<file path="src/design/tfad_pkg.sv">
package tfad_pkg;

  // Averaging weights in Q16: 0.01 toward the new sample, the rest kept.
  localparam logic [9:0]  ALPHA_Q16      = 10'd655;
  localparam logic [15:0] KEEP_Q16       = 16'd64881;

  // Decay factor: upper bound 0.99 minus a level-dependent drop.
  // The drop stays below 64, so the factor never reaches the 0.70 floor.
  localparam logic [15:0] FACTOR_HI_Q16  = 16'd64880;
  localparam logic [14:0] FACTOR_SPAN    = 15'd19005;

  localparam logic [46:0] ROUND_BIAS     = 47'd32768;

  // floor(y / 150) = (y * RECIP_150) >> 32, exact for any 24-bit y.
  localparam logic [24:0] RECIP_150      = 25'd28633116;

  localparam logic [15:0] OUT_MAX        = 16'hFFFF;

  // Register indexes on the configuration port.
  localparam logic REG_THRESHOLD = 1'b0;
  localparam logic REG_INTERVAL  = 1'b1;

  // Operand selection for the shared multiplier.
  typedef enum logic [2:0] {
    MUL_AVG    = 3'd0,
    MUL_DROP   = 3'd1,
    MUL_FACTOR = 3'd2,
    MUL_ASSIST = 3'd3,
    MUL_RECIP  = 3'd4
  } mul_op_t;

  // Commands from the controller to the datapath.
  typedef struct packed {
    logic    in_ready;
    logic    load_in;
    logic    mul_en;
    mul_op_t mul_op;
    logic    upd_avg;
    logic    upd_decay;
    logic    load_out;
  } cmd_t;

  // Status from the datapath to the controller.
  typedef struct packed {
    logic take_avg;
    logic take_decay;
    logic out_stall;
  } stat_t;

endpackage

</file>
<file path="src/design/torque_filter_adaptive_decay.sv">
// Each accepted word takes its filter update (none, averaging or a decay
// step), then output scaling and division by 150; the next word is taken only
// once the result is loaded into the output register. One shared multiplier
// carries the filter and output-scaling products, apart from the averaging
// gain. A result left waiting holds the next word in its last step.
// Reset (synchronous, rst_n low) clears the filter state and restores defaults.
module torque_filter_adaptive_decay (
  input  logic        clk,
  input  logic        rst_n,
  input  logic        psel,
  input  logic        penable,
  input  logic        pwrite,
  input  logic [2:0]  paddr,
  input  logic [31:0] pwdata,
  output logic [31:0] prdata,
  output logic        pready,
  input  logic        in_valid,
  output logic        in_ready,
  input  logic [14:0] in_raw_torque,
  input  logic [8:0]  in_assist_level,
  input  logic [31:0] in_time_now,
  output logic        out_valid,
  input  logic        out_ready,
  output logic [15:0] out_motor_level,
  output logic        out_decay_applied
);
  import tfad_pkg::*;

  cmd_t        cmd;
  stat_t       stat;
  logic [14:0] torque_threshold;
  logic [15:0] decay_period;

  assign in_ready = cmd.in_ready;

  tfad_regs u_regs (
    .clk              (clk),
    .rst_n            (rst_n),
    .psel             (psel),
    .penable          (penable),
    .pwrite           (pwrite),
    .paddr            (paddr),
    .pwdata           (pwdata),
    .prdata           (prdata),
    .pready           (pready),
    .torque_threshold (torque_threshold),
    .decay_period     (decay_period)
  );

  tfad_ctrl u_ctrl (
    .clk      (clk),
    .rst_n    (rst_n),
    .in_valid (in_valid),
    .stat     (stat),
    .cmd      (cmd)
  );

  tfad_dp u_dp (
    .clk               (clk),
    .rst_n             (rst_n),
    .cmd               (cmd),
    .stat              (stat),
    .torque_threshold  (torque_threshold),
    .decay_period      (decay_period),
    .in_raw_torque     (in_raw_torque),
    .in_assist_level   (in_assist_level),
    .in_time_now       (in_time_now),
    .out_valid         (out_valid),
    .out_ready         (out_ready),
    .out_motor_level   (out_motor_level),
    .out_decay_applied (out_decay_applied)
  );

endmodule

</file>
<file path="src/design/tfad_regs.sv">
module tfad_regs (
  input  logic        clk,
  input  logic        rst_n,
  input  logic        psel,
  input  logic        penable,
  input  logic        pwrite,
  input  logic [2:0]  paddr,
  input  logic [31:0] pwdata,
  output logic [31:0] prdata,
  output logic        pready,
  output logic [14:0] torque_threshold,
  output logic [15:0] decay_period
);
  import tfad_pkg::*;

  logic [14:0] threshold_r;
  logic [15:0] interval_r;
  logic        wr_en;

  assign pready = 1'b1;
  assign wr_en  = psel && penable && pwrite;

  // Register writes in the access phase.
  always_ff @(posedge clk) begin
    if (!rst_n) begin
      threshold_r <= 15'd100;
      interval_r  <= 16'd5;
    end else if (wr_en) begin
      unique case (paddr[2])
        REG_THRESHOLD: threshold_r <= pwdata[14:0];
        REG_INTERVAL:  interval_r  <= pwdata[15:0];
        default: ;
      endcase
    end
  end

  // Read data mux.
  always_comb begin
    unique case (paddr[2])
      REG_THRESHOLD: prdata = {17'd0, threshold_r};
      REG_INTERVAL:  prdata = {16'd0, interval_r};
      default:       prdata = 32'd0;
    endcase
  end

  assign torque_threshold = threshold_r;
  assign decay_period     = interval_r;

endmodule

</file>
<file path="src/design/tfad_ctrl.sv">
module tfad_ctrl (
  input  logic           clk,
  input  logic           rst_n,
  input  logic           in_valid,
  input  tfad_pkg::stat_t stat,
  output tfad_pkg::cmd_t  cmd
);
  import tfad_pkg::*;

  typedef enum logic [7:0] {
    S_IDLE       = 8'b0000_0001,
    S_PROD       = 8'b0000_0010,
    S_AVG        = 8'b0000_0100,
    S_DECAY_MUL  = 8'b0000_1000,
    S_DECAY_UPD  = 8'b0001_0000,
    S_SCALE      = 8'b0010_0000,
    S_RECIP      = 8'b0100_0000,
    S_OUT        = 8'b1000_0000
  } state_t;

  state_t state_r;
  state_t state_nxt;

  always_ff @(posedge clk) begin
    if (!rst_n) begin
      state_r <= S_IDLE;
    end else begin
      state_r <= state_nxt;
    end
  end

  // Next state and command decode.
  always_comb begin
    state_nxt     = state_r;
    cmd           = '0;
    cmd.mul_op    = MUL_AVG;
    unique case (state_r)
      S_IDLE: begin
        cmd.in_ready = 1'b1;
        if (in_valid) begin
          cmd.load_in = 1'b1;
          state_nxt   = S_PROD;
        end
      end
      S_PROD: begin
        cmd.mul_en = 1'b1;
        if (stat.take_avg) begin
          cmd.mul_op = MUL_AVG;
          state_nxt  = S_AVG;
        end else if (stat.take_decay) begin
          cmd.mul_op = MUL_DROP;
          state_nxt  = S_DECAY_MUL;
        end else begin
          // The filtered value stays as it is: go straight to scaling.
          cmd.mul_op = MUL_ASSIST;
          state_nxt  = S_RECIP;
        end
      end
      S_AVG: begin
        cmd.upd_avg = 1'b1;
        state_nxt   = S_SCALE;
      end
      S_DECAY_MUL: begin
        cmd.mul_en = 1'b1;
        cmd.mul_op = MUL_FACTOR;
        state_nxt  = S_DECAY_UPD;
      end
      S_DECAY_UPD: begin
        cmd.upd_decay = 1'b1;
        state_nxt     = S_SCALE;
      end
      S_SCALE: begin
        cmd.mul_en = 1'b1;
        cmd.mul_op = MUL_ASSIST;
        state_nxt  = S_RECIP;
      end
      S_RECIP: begin
        cmd.mul_en = 1'b1;
        cmd.mul_op = MUL_RECIP;
        state_nxt  = S_OUT;
      end
      S_OUT: begin
        if (!stat.out_stall) begin
          cmd.load_out = 1'b1;
          state_nxt    = S_IDLE;
        end
      end
      default: state_nxt = S_IDLE;
    endcase
  end

endmodule

</file>
<file path="src/design/tfad_dp.sv">
module tfad_dp (
  input  logic            clk,
  input  logic            rst_n,
  input  tfad_pkg::cmd_t  cmd,
  output tfad_pkg::stat_t stat,
  input  logic [14:0]     torque_threshold,
  input  logic [15:0]     decay_period,
  input  logic [14:0]     in_raw_torque,
  input  logic [8:0]      in_assist_level,
  input  logic [31:0]     in_time_now,
  output logic            out_valid,
  input  logic            out_ready,
  output logic [15:0]     out_motor_level,
  output logic            out_decay_applied
);
  import tfad_pkg::*;

  logic [14:0] raw_r;
  logic [8:0]  assist_r;
  logic [31:0] now_r;
  logic [30:0] filt_r;
  logic [31:0] last_r;
  logic [55:0] prod_r;
  logic        decay_r;
  logic        out_valid_r;
  logic [15:0] out_level_r;
  logic        out_decay_r;

  logic [30:0] mul_a;
  logic [24:0] mul_b;
  logic [55:0] mul_p;
  logic [15:0] factor;
  logic [31:0] elapsed;
  logic [24:0] raw_alpha;
  logic [47:0] avg_sum;
  logic [46:0] decay_sum;
  logic [16:0] quot;
  logic [15:0] level;

  // Branch decision on the captured word.
  assign elapsed         = now_r - last_r;
  assign stat.take_avg   = raw_r >= torque_threshold;
  assign stat.take_decay = elapsed >= {16'd0, decay_period};
  assign stat.out_stall  = out_valid_r && !out_ready;

  // Decay factor from the level-dependent drop held in the product register.
  assign factor = FACTOR_HI_Q16 - {10'd0, prod_r[45:40]};

  // Shared multiplier operand selection.
  always_comb begin
    case (cmd.mul_op)
      MUL_AVG: begin
        mul_a = filt_r;
        mul_b = {9'd0, KEEP_Q16};
      end
      MUL_DROP: begin
        mul_a = filt_r;
        mul_b = {10'd0, FACTOR_SPAN};
      end
      MUL_FACTOR: begin
        mul_a = filt_r;
        mul_b = {9'd0, factor};
      end
      MUL_ASSIST: begin
        mul_a = filt_r;
        mul_b = {16'd0, assist_r};
      end
      MUL_RECIP: begin
        mul_a = {7'd0, prod_r[39:16]};
        mul_b = RECIP_150;
      end
      default: begin
        mul_a = '0;
        mul_b = '0;
      end
    endcase
  end

  assign mul_p = {25'd0, mul_a} * {31'd0, mul_b};

  // Filter updates, rounded in Q16 and kept to 31 bits.
  assign raw_alpha = {10'd0, raw_r} * {15'd0, ALPHA_Q16};
  assign avg_sum   = {1'b0, prod_r[46:0]} + {7'd0, raw_alpha, 16'd0}
                   + {1'b0, ROUND_BIAS};
  assign decay_sum = prod_r[46:0] + ROUND_BIAS;

  // Quotient of the scaled level by 150, saturated to the output width.
  assign quot  = prod_r[48:32];
  assign level = quot[16] ? OUT_MAX : quot[15:0];

  // Captured input word and arithmetic registers.
  always_ff @(posedge clk) begin
    if (cmd.load_in) begin
      raw_r    <= in_raw_torque;
      assist_r <= in_assist_level;
      now_r    <= in_time_now;
    end
    if (cmd.mul_en) begin
      prod_r <= mul_p;
    end
    if (cmd.load_out) begin
      out_level_r <= level;
      out_decay_r <= decay_r;
    end
  end

  // Filter state and decay bookkeeping.
  always_ff @(posedge clk) begin
    if (!rst_n) begin
      filt_r  <= '0;
      last_r  <= '0;
      decay_r <= 1'b0;
    end else begin
      if (cmd.load_in) begin
        decay_r <= 1'b0;
      end
      if (cmd.upd_avg) begin
        filt_r <= avg_sum[46:16];
      end
      if (cmd.upd_decay) begin
        filt_r  <= decay_sum[46:16];
        last_r  <= now_r;
        decay_r <= 1'b1;
      end
    end
  end

  // Output register valid flag.
  always_ff @(posedge clk) begin
    if (!rst_n) begin
      out_valid_r <= 1'b0;
    end else if (cmd.load_out) begin
      out_valid_r <= 1'b1;
    end else if (out_ready) begin
      out_valid_r <= 1'b0;
    end
  end

  assign out_valid         = out_valid_r;
  assign out_motor_level   = out_level_r;
  assign out_decay_applied = out_decay_r;

endmodule

</file>
<file path="config.mk">
export PLATFORM = sky130hd
export DESIGN_NAME = torque_filter_adaptive_decay
export DESIGN_NICKNAME = d
export VERILOG_FILES = /design/src/design/tfad_pkg.sv /design/src/design/torque_filter_adaptive_decay.sv /design/src/design/tfad_regs.sv /design/src/design/tfad_ctrl.sv /design/src/design/tfad_dp.sv
export SDC_FILE = /design/constraint.sdc
export NUM_CORES = 2
export LEC_CHECK = 0
export BUFFER_PORTS_ARGS = -buffer_cell sky130_fd_sc_hd__clkbuf_2
export CORE_MARGIN = 1
export CORE_UTILIZATION = 30
export CTS_CLUSTER_DIAMETER = 200
export DETAILED_ROUTE_END_ITERATION = 8
export GPL_TIMING_DRIVEN = 0
export HOLD_SLACK_MARGIN = 0.15
export PLACE_DENSITY = 0.43
export SYNTH_ARGS = -nofsm -noshare
export SYNTH_HDL_FRONTEND = slang
export SYNTH_HIERARCHICAL = 1
export SYNTH_SLANG_ARGS = --single-unit
</file>
<file path="constraint.sdc">
create_clock -name clk -period 12.5 [get_ports clk]
set_input_delay 1.25 -clock clk [delete_from_list [all_inputs] [get_ports clk]]
set_output_delay 1.25 -clock clk [all_outputs]
set_load 0.02 [all_outputs]
</file>
==> results.json <==
{
  "wirelength_um": 108100,
  "cts-htree-levels": 1,
  "cts.sinks": 211,
  "worst-r2r-setup-slack_ps": -20,
  "max_freq_mhz": 79.90,
  "synth-seq-area-share": 0.1533,
  "hold_violations": 0,
  "period_needed_ps": 12520,
  "row_count": 124,
  "p_total_uw": 4343,
  "slew_headroom": 0.1869,
  "hold_path.class": "flop to flop",
  "crit_buf_inv": 17,
  "synthCells": 3740,
  "drv_slew": 0,
  "ir_drop_uv": 265.1,
  "instances_no_fill": 5501,
  "synth.largest_area_cell": "fa_1",
  "crit_slowest_cell": "fa_2",
  "cts_buffers": 28,
  "nFillCells": 12080,
  "dr.first_iter.drc_count": 1387,
  "antenna_found_initial": 2,
  "ys.flop_type": "edfxtp_1",
  "status": "finished with violations",
  "clock_latency_ps": 620,
  "die_h_um": 341.3,
  "io_buffers": 114,
  "start_kind": "flop",
  "grt_use_total": 0.1898,
  "powerDensity_nw_per_um2": 109.9,
  "netlist_area_sq_um": 34540,
  "core_area_sq_um": 114200,
  "clkTransAtPathRegs_ps": 60,
  "rsz0062_at_grt": "yes",
  "setup_tns_ps": -15.93,
  "violations": "negative setup slack",
  "die-area_sq_um": 116500,
  "grt_max_degree": 44,
  "grt_pass1_vias": 27270,
  "critPathKind": "flop to flop",
  "syn_area_per_cell_sq_um": 9.236,
  "worstPathRequired_ps": 12980,
  "grt_busiest_layer": "met2",
  "grt_remaining_overflow": 0,
  "die_x_um": 341.3,
  "yosys_warnings": 6,
  "finClkSkew_ps": 16.95,
  "postPlaceCellArea_sq_um": 37180,
  "async_flop_share": 0,
  "worstMarginPinSlew_ps": 1220,
  "power.leakage_uw": 0.01864,
  "ys_ff_latch": 211,
  "area_delta_synth_final_pct": 14.40,
  "fin_ws_ps": -15.93,
  "wire_per_inst_um": 19.66,
  "num_vias": 25770,
  "whs_ps": 469.0,
  "ioPinCount": 150,
  "synth-edff-count": 107,
  "layout.nets": 5007,
  "grt_pass1_wl_um": 167000,
  "drc": 0,
  "drv_cap": 0,
  "drtPass1Iterations": 5,
  "synth_area_leaders": "fa_1 (33%), ha_1 (14%), edfxtp_1 (9.3%)",
  "dp_hpwl_um": 92230,
  "end_kind": "flop",
  "gr-usage-met2": 0.3201,
  "fin_area_sq_um": 39520,
  "vias_per_cell": 4.685,
  "cts_tree": "done",
  "period_share": 1.001,
  "clock_path_buffers": 3,
  "use_met3": 0.01733,
  "start_util": 0.3025,
  "yosysMostFrequentCell": "inv_1",
  "yosys.area.top_type_share": 0.3297,
  "setup_viol": 1,
  "synth_cell_types": 88,
  "use_met1": 0.2608,
  "place_inst": 5396,
  "cts_root_buf": "clkbuf_16",
  "cp_common_cell": "buf_4",
  "crit_family": "adder cells",
  "critPathMaxStageDelay_ps": 590,
  "timing.critical_path.arrival_ps": 12990,
  "path_max_fanout": 8,
  "gp_congestion": 0.9427,
  "drive_gt1_frac": 0.1174,
  "drt.antenna.violating_nets": 0,
  "synth_common_cells": "inv_1 (827), fa_1 (569), ha_1 (375)"
}
-- where the power goes --
part	switching, uW	internal (uW)
Sequential	33.6	758
Combinational	1510	1190
Clock	360	498
Total	1900	2440
-- repair_timing --
action / in CTS / in global routing
endpoints found under the setup margin: 34 / 26
resized for setup: 206 / 52
hold buffers: 0 / 0
pin swaps: 43 / 26
gates cloned: 1 / 0
buffers inserted: 48 / 7
-- registers in the layout, summed over array words and instances (netlist names), 8 cells and up --
name                     count
u_dp/prod_r                 34
u_dp/last_r                 32
u_dp/now_r                  32
u_dp/filt_r                 31
u_dp/out_motor_level        16
u_regs/decay_period         16
u_dp/raw_r                  15
u_regs/torque_threshold     15
u_dp/assist_r                9
u_ctrl/state_r               8
-- layout by cell type, fill, tap and decap left out, types with 9 or more instances in the layout --
cell | synthesis | routed
or2_2 | 21 | 20
o21ai_2 | 0 | 20
mux2_2 | 16 | 16
mux2i_1 | 70 | 70
o21bai_1 | 16 | 16
o21ai_1 | 22 | 9
a221oi_1 | 10 | 10
nand2b_1 | 26 | 26
buf_1 | 11 | 9
conb_1 | 3 | 30
buf_4 | 20 | 73
and2_1 | 30 | 27
nand3_1 | 26 | 25
nand2_1 | 362 | 333
o21a_4 | 0 | 12
edfxtp_1 | 107 | 107
nand2_2 | 0 | 19
xnor2_1 | 98 | 98
nor2b_1 | 37 | 36
inv_1 | 827 | 827
o21ai_0 | 68 | 52
a21o_1 | 52 | 52
nor3_1 | 35 | 34
o21a_1 | 43 | 24
a21oi_1 | 120 | 109
nand4_1 | 20 | 20
and3_1 | 30 | 30
nor2_1 | 301 | 288
clkbuf_16 | 0 | 29
clkbuf_1 | 77 | 56
a21oi_2 | 0 | 9
a211oi_1 | 44 | 41
xor2_1 | 49 | 49
o211ai_1 | 10 | 10
dfxtp_1 | 104 | 104
fa_1 | 569 | 562
o21ai_4 | 0 | 9
ha_1 | 375 | 369
clkbuf_2 | 1 | 123
-- cell families (layout without fill, tap and decap cells) --
family / count (synthesis) / in the layout / share of synthesized area
buf+inv: 950 / 1170 / 0.1068
fa+ha+maj: 945 / 945 / 0.4659
simple gates: 933 / 933 / 0.1220
compound gates: 465 / 465 / 0.08889
flops: 211 / 211 / 0.1533
xor+xnor: 147 / 147 / 0.03727
mux: 86 / 86 / 0.02550
other cells: 3 / 32 / 0.0003260
-- metal layers --
layer,routed length [um],share of wire,up-vias
li1,-,-,12240
met1,49570,0.46,12970
met2,51750,0.48,474
met3,3925,0.036,90
met4,2890,0.027,0
met5,0,0,-
-- worst paths after layout --
path,end,from,cells past startpoint
setup / recovery,u_dp/prod_r[36]$_DFFE_PP_,u_dp/now_r[0]$_DFFE_PP_,57
hold / removal,u_dp/out_decay_applied$_DFFE_PP_,u_dp/decay_r$_SDFFE_PN0P_,0
setup reg to reg,u_dp/prod_r[36]$_DFFE_PP_,u_dp/now_r[0]$_DFFE_PP_,57
hold reg to reg,u_dp/out_decay_applied$_DFFE_PP_,u_dp/decay_r$_SDFFE_PN0P_,0
-- cell type report --
cell class / count / area, sq um / area share
Antenna cell: 2 / 5.005 / 0.0001266
Buffer: 116 / 693.2 / 0.01754
Clock buffer: 31 / 711.9 / 0.01802
Clock inverter: 21 / 255.2 / 0.006459
Inverter: 829 / 3112 / 0.07874
Multi-Input combinational cell: 2606 / 26450 / 0.6692
Sequential cell: 211 / 5295 / 0.1340
Tap cell: 1512 / 1892 / 0.04787
Timing Repair Buffer: 173 / 1107 / 0.02802
-- stage by stage --
step	setup WS (ps)	utilization
2_1_floorplan	583.3	-
3_3_place_gp	-3793	0.3250
3_5_place_dp	-3547	0.3256
4_1_cts	-20.71	0.3439
5_1_grt	-482.1	0.3461
6_report	-15.93	0.3461
Note: power is estimated with default switching activity, not from simulation.
